[src/hw/rtl/mhpq_pkg.sv]
// Shared constants and types for the max-heap priority queue.
// No dependencies; used by every module of the block.
`default_nettype none

package mhpq_pkg;

    // Key width and output packing
    localparam int KEY_W        = 32;
    localparam int CNT_OUT_W    = 5;
    localparam int STATUS_W     = 2;
    localparam int OUT_TDATA_W  = 40;
    localparam int CAPACITY_DEF = 31;

    // Operation codes (tuser of the input side)
    localparam logic OP_PUSH = 1'b0;
    localparam logic OP_POP  = 1'b1;

    // Result status codes
    localparam logic [STATUS_W-1:0] ST_OK    = 2'd0;
    localparam logic [STATUS_W-1:0] ST_FULL  = 2'd1;
    localparam logic [STATUS_W-1:0] ST_EMPTY = 2'd2;

    // Result handed from the sequencer to the output register
    typedef struct packed {
        logic [STATUS_W-1:0] status;
        logic [KEY_W-1:0]    key;
    } t_result;

endpackage

`default_nettype wire

[src/hw/rtl/mhpq_store.sv]
// Heap key store: one write port, one read port, registered read data.
// Depends on mhpq_pkg. Entry 0 is never used; positions run 1..CAPACITY.
`default_nettype none

module mhpq_store #(
    parameter int  CAPACITY = mhpq_pkg::CAPACITY_DEF,
    localparam int AW       = $clog2(CAPACITY + 1)
) (
    input  wire logic                       i_clk,
    input  wire logic                       i_we,
    input  wire logic [AW-1:0]              i_waddr,
    input  wire logic [mhpq_pkg::KEY_W-1:0] i_wdata,
    input  wire logic [AW-1:0]              i_raddr,
    output logic      [mhpq_pkg::KEY_W-1:0] o_rdata
);

    logic [mhpq_pkg::KEY_W-1:0] r_mem [0:CAPACITY];
    logic [mhpq_pkg::KEY_W-1:0] r_rdata;

    always_ff @(posedge i_clk) begin
        if (i_we) begin
            r_mem[i_waddr] <= i_wdata;
        end
        r_rdata <= r_mem[i_raddr];
    end

    assign o_rdata = r_rdata;

endmodule

`default_nettype wire

[src/hw/rtl/mhpq_seq.sv]
// Heap sequencer: entry count, sift-up / sift-down walk over the key store,
// one shared signed comparator. Depends on mhpq_pkg; drives mhpq_store.
`default_nettype none

module mhpq_seq #(
    parameter int  CAPACITY = mhpq_pkg::CAPACITY_DEF,
    localparam int CW       = $clog2(CAPACITY + 1)
) (
    input  wire logic                       i_clk,
    input  wire logic                       i_rst_n,
    input  wire logic                       i_start,
    input  wire logic                       i_op,
    input  wire logic [mhpq_pkg::KEY_W-1:0] i_key,
    output logic                            o_idle,
    output logic                            o_done,
    output mhpq_pkg::t_result               o_result,
    output logic      [CW-1:0]              o_count,
    // store port
    output logic                            o_we,
    output logic      [CW-1:0]              o_waddr,
    output logic      [mhpq_pkg::KEY_W-1:0] o_wdata,
    output logic      [CW-1:0]              o_raddr,
    input  wire logic [mhpq_pkg::KEY_W-1:0] i_rdata
);

    localparam int PW = CW + 1;

    typedef enum logic [8:0] {
        S_IDLE     = 9'b000000001,
        S_UP       = 9'b000000010,
        S_UP_FIN   = 9'b000000100,
        S_POP_TOP  = 9'b000001000,
        S_POP_LAST = 9'b000010000,
        S_DN_LEFT  = 9'b000100000,
        S_DN_RIGHT = 9'b001000000,
        S_DN_STEP  = 9'b010000000,
        S_REPLY    = 9'b100000000
    } t_state;

    t_state r_state, n_state;
    logic [CW-1:0]                  r_count, n_count;
    logic [CW-1:0]                  r_pos, n_pos;
    logic [CW-1:0]                  r_child, n_child;
    logic [mhpq_pkg::KEY_W-1:0]     r_key, n_key;       // pushed or moved key
    logic [mhpq_pkg::KEY_W-1:0]     r_ckey, n_ckey;     // larger child key
    logic [mhpq_pkg::KEY_W-1:0]     r_top, n_top;
    logic [mhpq_pkg::STATUS_W-1:0]  r_status, n_status;

    // shared comparator: a > b, signed
    logic [mhpq_pkg::KEY_W-1:0] w_cmp_a, w_cmp_b;
    logic                       w_gt;

    logic [PW-1:0] w_cnt_ext, w_left, w_right, w_cleft;
    logic [CW-1:0] w_cnt_inc;

    assign w_cmp_a   = (r_state == S_UP) ? r_key : r_ckey;
    assign w_cmp_b   = (r_state == S_DN_STEP) ? r_key : i_rdata;
    assign w_gt      = $signed(w_cmp_a) > $signed(w_cmp_b);

    assign w_cnt_ext = {1'b0, r_count};
    assign w_left    = {r_pos, 1'b0};
    assign w_right   = w_left + PW'(1);
    assign w_cleft   = {r_child, 1'b0};
    assign w_cnt_inc = r_count + CW'(1);

    always_comb begin
        n_state  = r_state;
        n_count  = r_count;
        n_pos    = r_pos;
        n_child  = r_child;
        n_key    = r_key;
        n_ckey   = r_ckey;
        n_top    = r_top;
        n_status = r_status;
        o_we     = 1'b0;
        o_waddr  = r_pos;
        o_wdata  = r_key;
        o_raddr  = r_pos;

        unique case (r_state)
            S_IDLE: begin
                if (i_start) begin
                    n_top    = '0;
                    n_status = mhpq_pkg::ST_OK;
                    if (i_op == mhpq_pkg::OP_PUSH) begin
                        if (r_count == CW'(CAPACITY)) begin
                            n_status = mhpq_pkg::ST_FULL;
                            n_state  = S_REPLY;
                        end else begin
                            n_count = w_cnt_inc;
                            n_pos   = w_cnt_inc;
                            n_key   = i_key;
                            o_raddr = w_cnt_inc >> 1;
                            n_state = (r_count == '0) ? S_UP_FIN : S_UP;
                        end
                    end else begin
                        if (r_count == '0) begin
                            n_status = mhpq_pkg::ST_EMPTY;
                            n_state  = S_REPLY;
                        end else begin
                            n_count = r_count - CW'(1);
                            o_raddr = CW'(1);
                            n_state = S_POP_TOP;
                        end
                    end
                end
            end
            // parent of r_pos sits in i_rdata
            S_UP: begin
                o_we = 1'b1;
                if (w_gt) begin
                    o_wdata = i_rdata;
                    n_pos   = r_pos >> 1;
                    o_raddr = r_pos >> 2;
                    if ((r_pos >> 1) == CW'(1)) begin
                        n_state = S_UP_FIN;
                    end
                end else begin
                    n_state = S_REPLY;
                end
            end
            S_UP_FIN: begin
                o_we    = 1'b1;
                n_state = S_REPLY;
            end
            S_POP_TOP: begin
                n_top   = i_rdata;
                o_raddr = w_cnt_inc;            // old last position
                n_state = S_POP_LAST;
            end
            S_POP_LAST: begin
                n_key   = i_rdata;
                n_pos   = CW'(1);
                o_raddr = CW'(2);
                if (r_count == '0) begin
                    n_state = S_REPLY;
                end else if (r_count == CW'(1)) begin
                    // root has no child: a single placing write, as at the
                    // end of a sift-up
                    n_state = S_UP_FIN;
                end else begin
                    n_state = S_DN_LEFT;
                end
            end
            S_DN_LEFT: begin
                n_ckey  = i_rdata;
                n_child = w_left[CW-1:0];
                o_raddr = w_right[CW-1:0];
                n_state = (w_right <= w_cnt_ext) ? S_DN_RIGHT : S_DN_STEP;
            end
            // ties go to the right child
            S_DN_RIGHT: begin
                if (!w_gt) begin
                    n_ckey  = i_rdata;
                    n_child = r_child + CW'(1);
                end
                n_state = S_DN_STEP;
            end
            S_DN_STEP: begin
                o_we = 1'b1;
                if (w_gt) begin
                    o_wdata = r_ckey;
                    n_pos   = r_child;
                    o_raddr = w_cleft[CW-1:0];
                    n_state = (w_cleft <= w_cnt_ext) ? S_DN_LEFT : S_UP_FIN;
                end else begin
                    n_state = S_REPLY;
                end
            end
            S_REPLY: begin
                n_state = S_IDLE;
            end
            default: begin
                n_state = S_IDLE;
            end
        endcase
    end

    always_ff @(posedge i_clk) begin
        if (!i_rst_n) begin
            r_state <= S_IDLE;
            r_count <= '0;
        end else begin
            r_state <= n_state;
            r_count <= n_count;
        end
        r_pos    <= n_pos;
        r_child  <= n_child;
        r_key    <= n_key;
        r_ckey   <= n_ckey;
        r_top    <= n_top;
        r_status <= n_status;
    end

    assign o_idle          = (r_state == S_IDLE);
    assign o_done          = (r_state == S_REPLY);
    assign o_result.status = r_status;
    assign o_result.key    = r_top;
    assign o_count         = r_count;

endmodule

`default_nettype wire

[src/hw/rtl/max_heap_priority_queue_top.sv]
// Top level of the max-heap priority queue: stream ports, output register.
// Depends on mhpq_pkg, mhpq_store and mhpq_seq.
//
// Usage
//   Input channel s_axis_*: tuser[0] is the operation (0 push, 1 pop),
//   tdata[31:0] the signed key to push (ignored on pop).
//   Output channel m_axis_*: tuser[1:0] the status (ok, full, empty),
//   tdata[31:0] the key removed by a pop (0 otherwise), tdata[36:32] the
//   low five bits of the key count after the item.
//   Every input item gives exactly one output item, in order.
// Flow
//   One item is worked on at a time; s_axis_tready is low from acceptance
//   until its result is loaded into the output register. The walk runs over the
//   key store, which has one write port and one read port, with L heap levels compared:
//     refused push / pop:  no walk
//     push:                one store read per level
//     pop:                 left read, right read, compare per level, then
//                          the placing write
//   For 31 keys L is at most 4.
// Reset
//   i_rst_n low (synchronous) empties the heap and the output register.
//   Store contents are not cleared; only data from live positions is ever used.
// Stall
//   A result waits in the output register while m_axis_tready is low; no
//   new item is taken until that register is free or being emptied.
`default_nettype none

module max_heap_priority_queue_top #(
    parameter int  CAPACITY = mhpq_pkg::CAPACITY_DEF,
    localparam int CW       = $clog2(CAPACITY + 1)
) (
    input  wire logic                                i_clk,
    input  wire logic                                i_rst_n,
    // input items
    input  wire logic                                s_axis_tvalid,
    output logic                                     s_axis_tready,
    input  wire logic [mhpq_pkg::KEY_W-1:0]          s_axis_tdata,  // [31:0] key_in
    input  wire logic                                s_axis_tuser,  // [0] operation
    // result items
    output logic                                     m_axis_tvalid,
    input  wire logic                                m_axis_tready,
    output logic      [mhpq_pkg::OUT_TDATA_W-1:0]    m_axis_tdata,  // [31:0] key_out,
                                                                    // [36:32] count_after
    output logic      [mhpq_pkg::STATUS_W-1:0]       m_axis_tuser   // [1:0] status
);

    localparam int PAD_W = mhpq_pkg::OUT_TDATA_W - mhpq_pkg::KEY_W - mhpq_pkg::CNT_OUT_W;

    logic                       w_idle, w_done, w_start;
    mhpq_pkg::t_result          w_result;
    logic [CW-1:0]              w_count;
    logic                       w_we;
    logic [CW-1:0]              w_waddr, w_raddr;
    logic [mhpq_pkg::KEY_W-1:0] w_wdata, w_rdata;
    logic [CW+mhpq_pkg::CNT_OUT_W-1:0] w_count_ext;

    // output register
    logic                             r_out_valid;
    logic [mhpq_pkg::STATUS_W-1:0]    r_out_status;
    logic [mhpq_pkg::KEY_W-1:0]       r_out_key;
    logic [mhpq_pkg::CNT_OUT_W-1:0]   r_out_count;

    assign s_axis_tready = w_idle && (!r_out_valid || m_axis_tready);
    assign w_start       = s_axis_tvalid && s_axis_tready;

    mhpq_seq #(
        .CAPACITY (CAPACITY)
    ) u_seq (
        .i_clk    (i_clk),
        .i_rst_n  (i_rst_n),
        .i_start  (w_start),
        .i_op     (s_axis_tuser),
        .i_key    (s_axis_tdata),
        .o_idle   (w_idle),
        .o_done   (w_done),
        .o_result (w_result),
        .o_count  (w_count),
        .o_we     (w_we),
        .o_waddr  (w_waddr),
        .o_wdata  (w_wdata),
        .o_raddr  (w_raddr),
        .i_rdata  (w_rdata)
    );

    mhpq_store #(
        .CAPACITY (CAPACITY)
    ) u_store (
        .i_clk   (i_clk),
        .i_we    (w_we),
        .i_waddr (w_waddr),
        .i_wdata (w_wdata),
        .i_raddr (w_raddr),
        .o_rdata (w_rdata)
    );

    // count_after carries the low five bits of the count
    assign w_count_ext = {{mhpq_pkg::CNT_OUT_W{1'b0}}, w_count};

    always_ff @(posedge i_clk) begin
        if (!i_rst_n) begin
            r_out_valid <= 1'b0;
        end else if (w_done) begin
            r_out_valid <= 1'b1;
        end else if (m_axis_tready) begin
            r_out_valid <= 1'b0;
        end
        if (w_done) begin
            r_out_status <= w_result.status;
            r_out_key    <= w_result.key;
            r_out_count  <= w_count_ext[mhpq_pkg::CNT_OUT_W-1:0];
        end
    end

    assign m_axis_tvalid = r_out_valid;
    assign m_axis_tdata  = {{PAD_W{1'b0}}, r_out_count, r_out_key};
    assign m_axis_tuser  = r_out_status;

    // A finished result never lands on an occupied output register.
    a_no_overwrite: assert property (@(posedge i_clk) disable iff (!i_rst_n)
        w_done |-> !r_out_valid || m_axis_tready)
        else $error("result overwrote a waiting output item");

    // Only one item in flight: acceptance drops ready on the next cycle.
    a_one_in_flight: assert property (@(posedge i_clk) disable iff (!i_rst_n)
        w_start |=> !s_axis_tready)
        else $error("item accepted while another is in work");

    // A refused push only happens on a full heap.
    a_full_count: assert property (@(posedge i_clk) disable iff (!i_rst_n)
        (w_done && w_result.status == mhpq_pkg::ST_FULL) |-> w_count == CW'(CAPACITY))
        else $error("full reported below capacity");

    // An empty pop leaves an empty heap and a zero key.
    a_empty_pop: assert property (@(posedge i_clk) disable iff (!i_rst_n)
        (w_done && w_result.status == mhpq_pkg::ST_EMPTY) |->
            (w_count == '0 && w_result.key == '0))
        else $error("empty pop with keys held or non-zero key");

endmodule

`default_nettype wire
[config.mk]
export PLATFORM = sky130hd
export DESIGN_NAME = max_heap_priority_queue_top
export DESIGN_NICKNAME = d
export VERILOG_FILES = /design/src/hw/rtl/mhpq_pkg.sv /design/src/hw/rtl/mhpq_store.sv /design/src/hw/rtl/mhpq_seq.sv /design/src/hw/rtl/max_heap_priority_queue_top.sv
export SDC_FILE = /design/constraint.sdc
export NUM_CORES = 2
export LEC_CHECK = 0
export BUFFER_PORTS_ARGS = -buffer_cell sky130_fd_sc_hd__buf_2
export CELL_PAD_IN_SITES_DETAIL_PLACEMENT = 1
export CELL_PAD_IN_SITES_GLOBAL_PLACEMENT = 1
export CORE_MARGIN = 2
export CORE_UTILIZATION = 59
export CTS_BUF_LIST = sky130_fd_sc_hd__clkbuf_4
export DETAILED_ROUTE_END_ITERATION = 7
export PLACE_DENSITY_LB_ADDON = 0.1
export SYNTH_ARGS = -nofsm -noshare
export SYNTH_HDL_FRONTEND = slang
export SYNTH_SLANG_ARGS = --single-unit
[constraint.sdc]
create_clock -name i_clk -period 8.5 [get_ports i_clk]
set_input_delay 1.7 -clock i_clk [delete_from_list [all_inputs] [get_ports i_clk]]
set_output_delay 1.7 -clock i_clk [all_outputs]
set_load 0.005 [all_outputs]
Word-level counts from Yosys, hierarchy flattened

Memory sizes are Yosys's and may differ from the RTL's. A register that Yosys moved wholly into a read port is not among the register bits.
Index checks and enable logic that the tools add are counted.

$lt $le $gt $ge: 3
Eq/ne operators: 21
Mux-type cells: 51
$add $sub $neg: 4
Reductions and logical operators: 18

Operator list:

| cell                | number |
|---|---|
| $mux 32             | 9 |
| $pmux 32 s2         | 4 |
| $mux 9              | 8 |
| $pmux 9 s8          | 1 |
| $mux 5              | 14 |
| $gt 32x32->1        | 1 |
| $pmux 5 s6          | 1 |
| $pmux 5 s4          | 1 |
| $le 6x5->1          | 2 |
| $mux 6              | 2 |
| $add 5x1->5 const B | 2 |
| $ne 2x2->1 const B  | 5 |
| $pmux 5 s2          | 1 |
| $eq 9x1->1 const B  | 1 |
| $eq 9x2->1 const B  | 1 |
| $eq 9x3->1 const B  | 1 |
| $eq 9x4->1 const B  | 1 |
| $eq 9x5->1 const B  | 1 |
| $eq 9x6->1 const B  | 1 |
| $eq 9x7->1 const B  | 1 |
| $eq 9x8->1 const B  | 1 |
| $eq 9x9->1 const B  | 1 |
| $mux 8              | 1 |
| $reduce_and 2->1    | 4 |
| other kinds (19)    | 32 |

Output and inout bits: 44
Memories: 1
Bits in registers: 162
Input bits: 37
Logic and storage cells: 110
RAM bits: 1024

Memories:

| memory        | depth | bits a word | read ports | clocked after Yosys merged registers in | wr ports | RTL line         | RTL |
|---|---|---|---|---|---|---|---|
| u_store.r_mem | 32    | 32          | 1          | 1                                       | 1        | mhpq_store.sv:17 | `logic [mhpq_pkg::KEY_W-1:0] r_mem [0:CAPACITY];` |

Depth between registers and ports, before layout

Word-level depth: 6
Gate-level depth with buffers: 25
Gate-level depth less buffers: 16

Cells and area by module

Synthesis repeated with hierarchy kept, for this count alone.

Cells, all modules: 3012
Area, all modules: 49227.2 sq um

By module, submodules not included:

| module                      | area each (sq um) | cells each | instances | sequential area each (sq um) |
|---|---|---|---|---|
| mhpq_store                  | 40492.6           | 2260       | 1         | 31390.1 |
| mhpq_seq                    | 7479.7            | 703        | 1         | 3523.4 |
| max_heap_priority_queue_top | 1255.0            | 49         | 1         | 1191.1 |

Worst setup path after synthesis

No wires, ideal clock.

Path type: reg-to-reg
Start: register u_seq.r_state[0]
End: register u_seq.r_child[0], enable pin
Data arrival time: 5.279 ns
Slack: 2.782 ns
Required time: 8.061 ns
Setup time: 0.439 ns
Path buffers: 5
Stages on the path, launching flop included: 18
Cell sequence: dfxtp_1 > buf_2 > nor4_4 > and4b_1 > clkbuf_1 > clkbuf_1 > buf_1 > nand2_1 > nand2_1 > ha_1 > nand4_2 > nor4_4 > a2111oi_4 > nand2_2 > o31a_1 > buf_2 > and2_1 > o21bai_1

Word-level cells in the longest chain between the ends: 5

RTL lines:

| item                                            | RTL line                       | RTL |
|---|---|---|
| start, declared                                 | mhpq_seq.sv:40                 | `t_state r_state, n_state;` |
| start signal, assigned                          | mhpq_seq.sv:184                | `r_state <= n_state;` |
| $eq 9x2->1 / $eq 9x8->1 (equally long branches) | mhpq_seq.sv:56, mhpq_seq.sv:57 |  |
| $mux 32, on equally long branches               | mhpq_seq.sv:56, mhpq_seq.sv:57 |  |
| $gt 32x32->1                                    | mhpq_seq.sv:58                 | `assign w_gt = $signed(w_cmp_a) > $signed(w_cmp_b);` |
| $ne 2x2->1 (no source line)                     | --                             |  |
| $reduce_and 2->1 (no source line) (*)           | --                             |  |
| end signal, assigned                            | mhpq_seq.sv:188                | `r_child <= n_child;` |
| end, declared                                   | mhpq_seq.sv:43                 | `logic [CW-1:0] r_child, n_child;` |

Mark *: on every way between the ends. The rest lies on a longest branch, timed or not.
A chain may end at the register's enable or synchronous reset.

Final worst setup path

Start: register u_seq.r_state[0]
End: register u_store.r_rdata (netlist bit u_store.o_rdata[16]) (read register of u_store.r_mem)

Word-level cells in the longest chain between the ends: 5

RTL lines:

| item                                                     | RTL line                                          | RTL |
|---|---|---|
| $eq 9x2->1 (tied with other cells)                       | mhpq_seq.sv:56, mhpq_seq.sv:80                    |  |
| $mux 32 (tied with other cells)                          | mhpq_seq.sv:56                                    | `assign w_cmp_a = (r_state == S_UP) ? r_key : r_ckey;` |
| $gt 32x32->1 / $logic_and 1x1->1 (equally long branches) | mhpq_seq.sv:58, max_heap_priority_queue_top.sv:64 |  |
| $mux 5, on equally long branches                         | mhpq_seq.sv:161, mhpq_seq.sv:82, mhpq_seq.sv:111  |  |
| $pmux 5 s6 (*)                                           | mhpq_seq.sv:80                                    | `unique case (r_state)` |
| end, declared                                            | mhpq_store.sv:18                                  | `logic [mhpq_pkg::KEY_W-1:0] r_rdata;` |

Marks and branches as above.

==> qor.yml <==
hold_end: "m_axis_tuser[1]$_DFFE_PP_"
r2r_slack_ns: 1.42
synth-edff-count: 1171
syn2layout_area_growth_pct: 11.5
status: "finished, final reports clean"
design_area_um2: 55500
post_cts_buffers: 0
pwr-share-seq_pct: 34.1
cts_hold_buf: 0
yosys_warnings: 0
io_pins: 81
clock_skew_ns: 0.0992
yosysMostFrequentCell: "edfxtp_1"
post_synth_num_cell_types: 80
wire_per_inst_um: 31.8
r2r_end: "u_store.o_rdata[16]$_DFF_P_"
drive_gt1_share_pct: 18.4
io_buffers: 77
p_total_mw: 22.0
postRouteAntennaNets: 0
timing.final.max_slew_violations: 0
multi_input_area_um2: 12700
finalSetupViolations: 0
hold_path_depth: 0
tritoncts: "yes"
ys_top_cells_by_area: "edfxtp_1, nand2_1, mux2i_1"
drc_errors: 0
sw_frac_of_total_pct: 44.2
synthCells: 3663
powerDensity_nw_per_um2: 396
synth_top_area_share_pct: 70.6
max_cap_viol_count: 0
critPathMaxFanout: 93
hp-start: "u_seq.r_status[1]$_SDFFCE_PN0P_"
die_h_um: 294
path_clk_slew_ns: 0.08
antenna_found_initial: 6
rows: 106
place_congestion: 0.924
syn-cell-area_um2: 49800
grt_max_degree: 161
die_w_um: 294
cts-buffers-inserted: 324
met2_wirelength_mm: 78.2
final.period_utilization_pct: 83.3
min_period_ns: 7.08
power_switching_mw: 9.72
drt_iter0_markers: 4161
r2r_start: "u_seq.r_state[0]$_SDFFE_PN1P_"
fin_setup_tns_ns: 0
regArea_um2: 36100
cts_root_buf: "clkbuf_4"
avgSynthCellArea_um2: 13.6
start_kind: "flop"
p_leak_nw: 19.1
slew_headroom_pct: 2.76
crit_path_start: "u_seq.r_state[0]$_SDFFE_PN1P_"
drt_first_pass_iters: 5
nNetsFinal: 3979
hold_class: "reg2reg"
yosysTopAreaCell: "edfxtp_1"
htreeDepth: 5
synthArstFlopShare_pct: 0
vias_per_cell: 6.80
grt-ovfl-total: 0
clock_sinks: 1218
rsz0062_at_grt: "no"
start_util_pct: 59.6
crit_path_end_kind: "flop"
timing.fmax_mhz: 141
power_frac_clock_pct: 23.3
reg2regPathDepth: 18
cp.required_ns: 9.57
clk_path_buf_depth: 4
grt_pass1_vias: 36800
max-vdd-ir-drop_mv: 0.821
grtUsageTotal_pct: 38.4
critPathKind: "reg2reg"
grt_pass1_wl_mm: 240
wl_mm: 166
ys_ff_latch: 1218
placeableCoreArea_um2: 83600
clock_latency_ns: 1.20
dieArea_um2: 86700
place_hpwl_mm: 86.7
met1_length_mm: 60.2
nFillCells: 7864
synth_common_cells: "edfxtp_1, nand2_1, nand3_1"
worst_pin_slew_ns: 1.46
vias: 35400
pwr-share-comb_pct: 42.6
p_int_mw: 12.3
ys_seq_area_share_pct: 72.5
met3_length_mm: 18.2
arrival_ns: 8.15
highest_layer: "met5"
synth_flop_cell: "edfxtp_1"
finalHoldViolCount: 0
dpl-instance-area_um2: 51500
post_cts_resized: 0
## through the flow
stage               setup WS [ns]  utilization (%)  cells  hold slack (ns)
floorplan                    2.78                -   3665            0.400
global placement             1.91             61.6   4649            0.402
detailed placement           1.62             61.6   4649            0.405
CTS                          1.60             66.4   5201            0.414
global route                 1.09             66.4   5206            0.417
finish                       1.42             66.4   5206            0.413
## routing by layer
| metal | track usage, % | vias to the layer above |
|---|---|---|
| met5 | 0 | - |
| met4 | 21.6 | 4 |
| met3 | 9.52 | 535 |
| met2 | 60.7 | 2358 |
| met1 | 48.8 | 18000 |
| li1 | - | 14600 |
## power by group through the flow
stage,registers (mW),clock network (mW),logic [mW]
finish,7.49,5.12,9.37
global route,7.48,5.47,9.94
CTS,7.46,5.17,9.20
detailed placement,7.59,0,9.07
global placement,7.58,0,8.59
floorplan,7.34,0,6.28
## cell usage in the layout (no fill, tap or decap), drive strengths merged, types with 70 or more instances in the layout
cell type and count:
edfxtp 1171, mux2i 101, o21ai 90, nand4 105
nand2 893, buf 160, nand3 141, a211oi 104
clkbuf 474, nor4 70
## how the worst max path moves through the flow
stage / to / slack, ns
after floorplan: u_seq.r_child[0]$_SDFFCE_PP0P_ / 2.78
after global placement: u_store.o_rdata[17]$_DFF_P_ / 1.91
after detailed placement: u_store.o_rdata[17]$_DFF_P_ / 1.62
after CTS: u_store.o_rdata[17]$_DFF_P_ / 1.60
after global routing: u_store.o_rdata[17]$_DFF_P_ / 1.09
final: u_store.o_rdata[16]$_DFF_P_ / 1.42
## worst max-delay path, stage by stage (launching register included)
cell and delay (ns):
dfxtp_1 0.45, nor4_4 0.40, and4b_2 0.75, buf_4 0.55, nand2_1 0.10, nand2_1 0.07, ha_1 0.30, nand4_2 0.20
nor4_4 0.08, a2111oi_4 0.38, nand2_2 0.17, o31a_1 0.41, a31o_2 0.34, nor2_4 0.79, buf_4 0.89, nor4_1 0.16
a211oi_1 0.33, nand4_1 0.18, nand4_1 0.15
## logic make-up (layout without fill, tap and decap cells)
kind of cell	after synthesis	count (layout)	share of synthesized area (%)
and+or+nand+nor	1465	1465	13.7
DFF	1218	1218	72.5
buffers and inverters	299	757	2.79
other	1	6	0.00753
AOI/OAI and AO/OA	521	521	7.54
adders and majority gates	45	45	1.13
muxes	105	105	2.12
xor gates and xnor gates	9	9	0.158
## state kept, by name, indices dropped and copies added, names as in the netlist
register,count
u_store.r_mem,1024
r_out_key,32
u_seq.r_ckey,32
u_seq.r_key,32
u_seq.r_top,32
u_store.o_rdata,32
u_seq.r_state,9
r_out_count,5
u_seq.o_count,5
u_seq.o_waddr,5
u_seq.r_child,5
m_axis_tuser,2
u_seq.r_status,2
m_axis_tvalid,1
## area by class of cell
class                           instances  share of cell area (%)
Multi-Input combinational cell       2148                    23.0
Inverter                               45                   0.304
Timing Repair Buffer                  160                    2.07
Clock inverter                         78                   0.744
Antenna cell                            3                  0.0135
Tap cell                             1080                    2.43
Sequential cell                      1218                    65.1
Clock buffer                          474                    6.41
(Power assumes the default switching activity.)
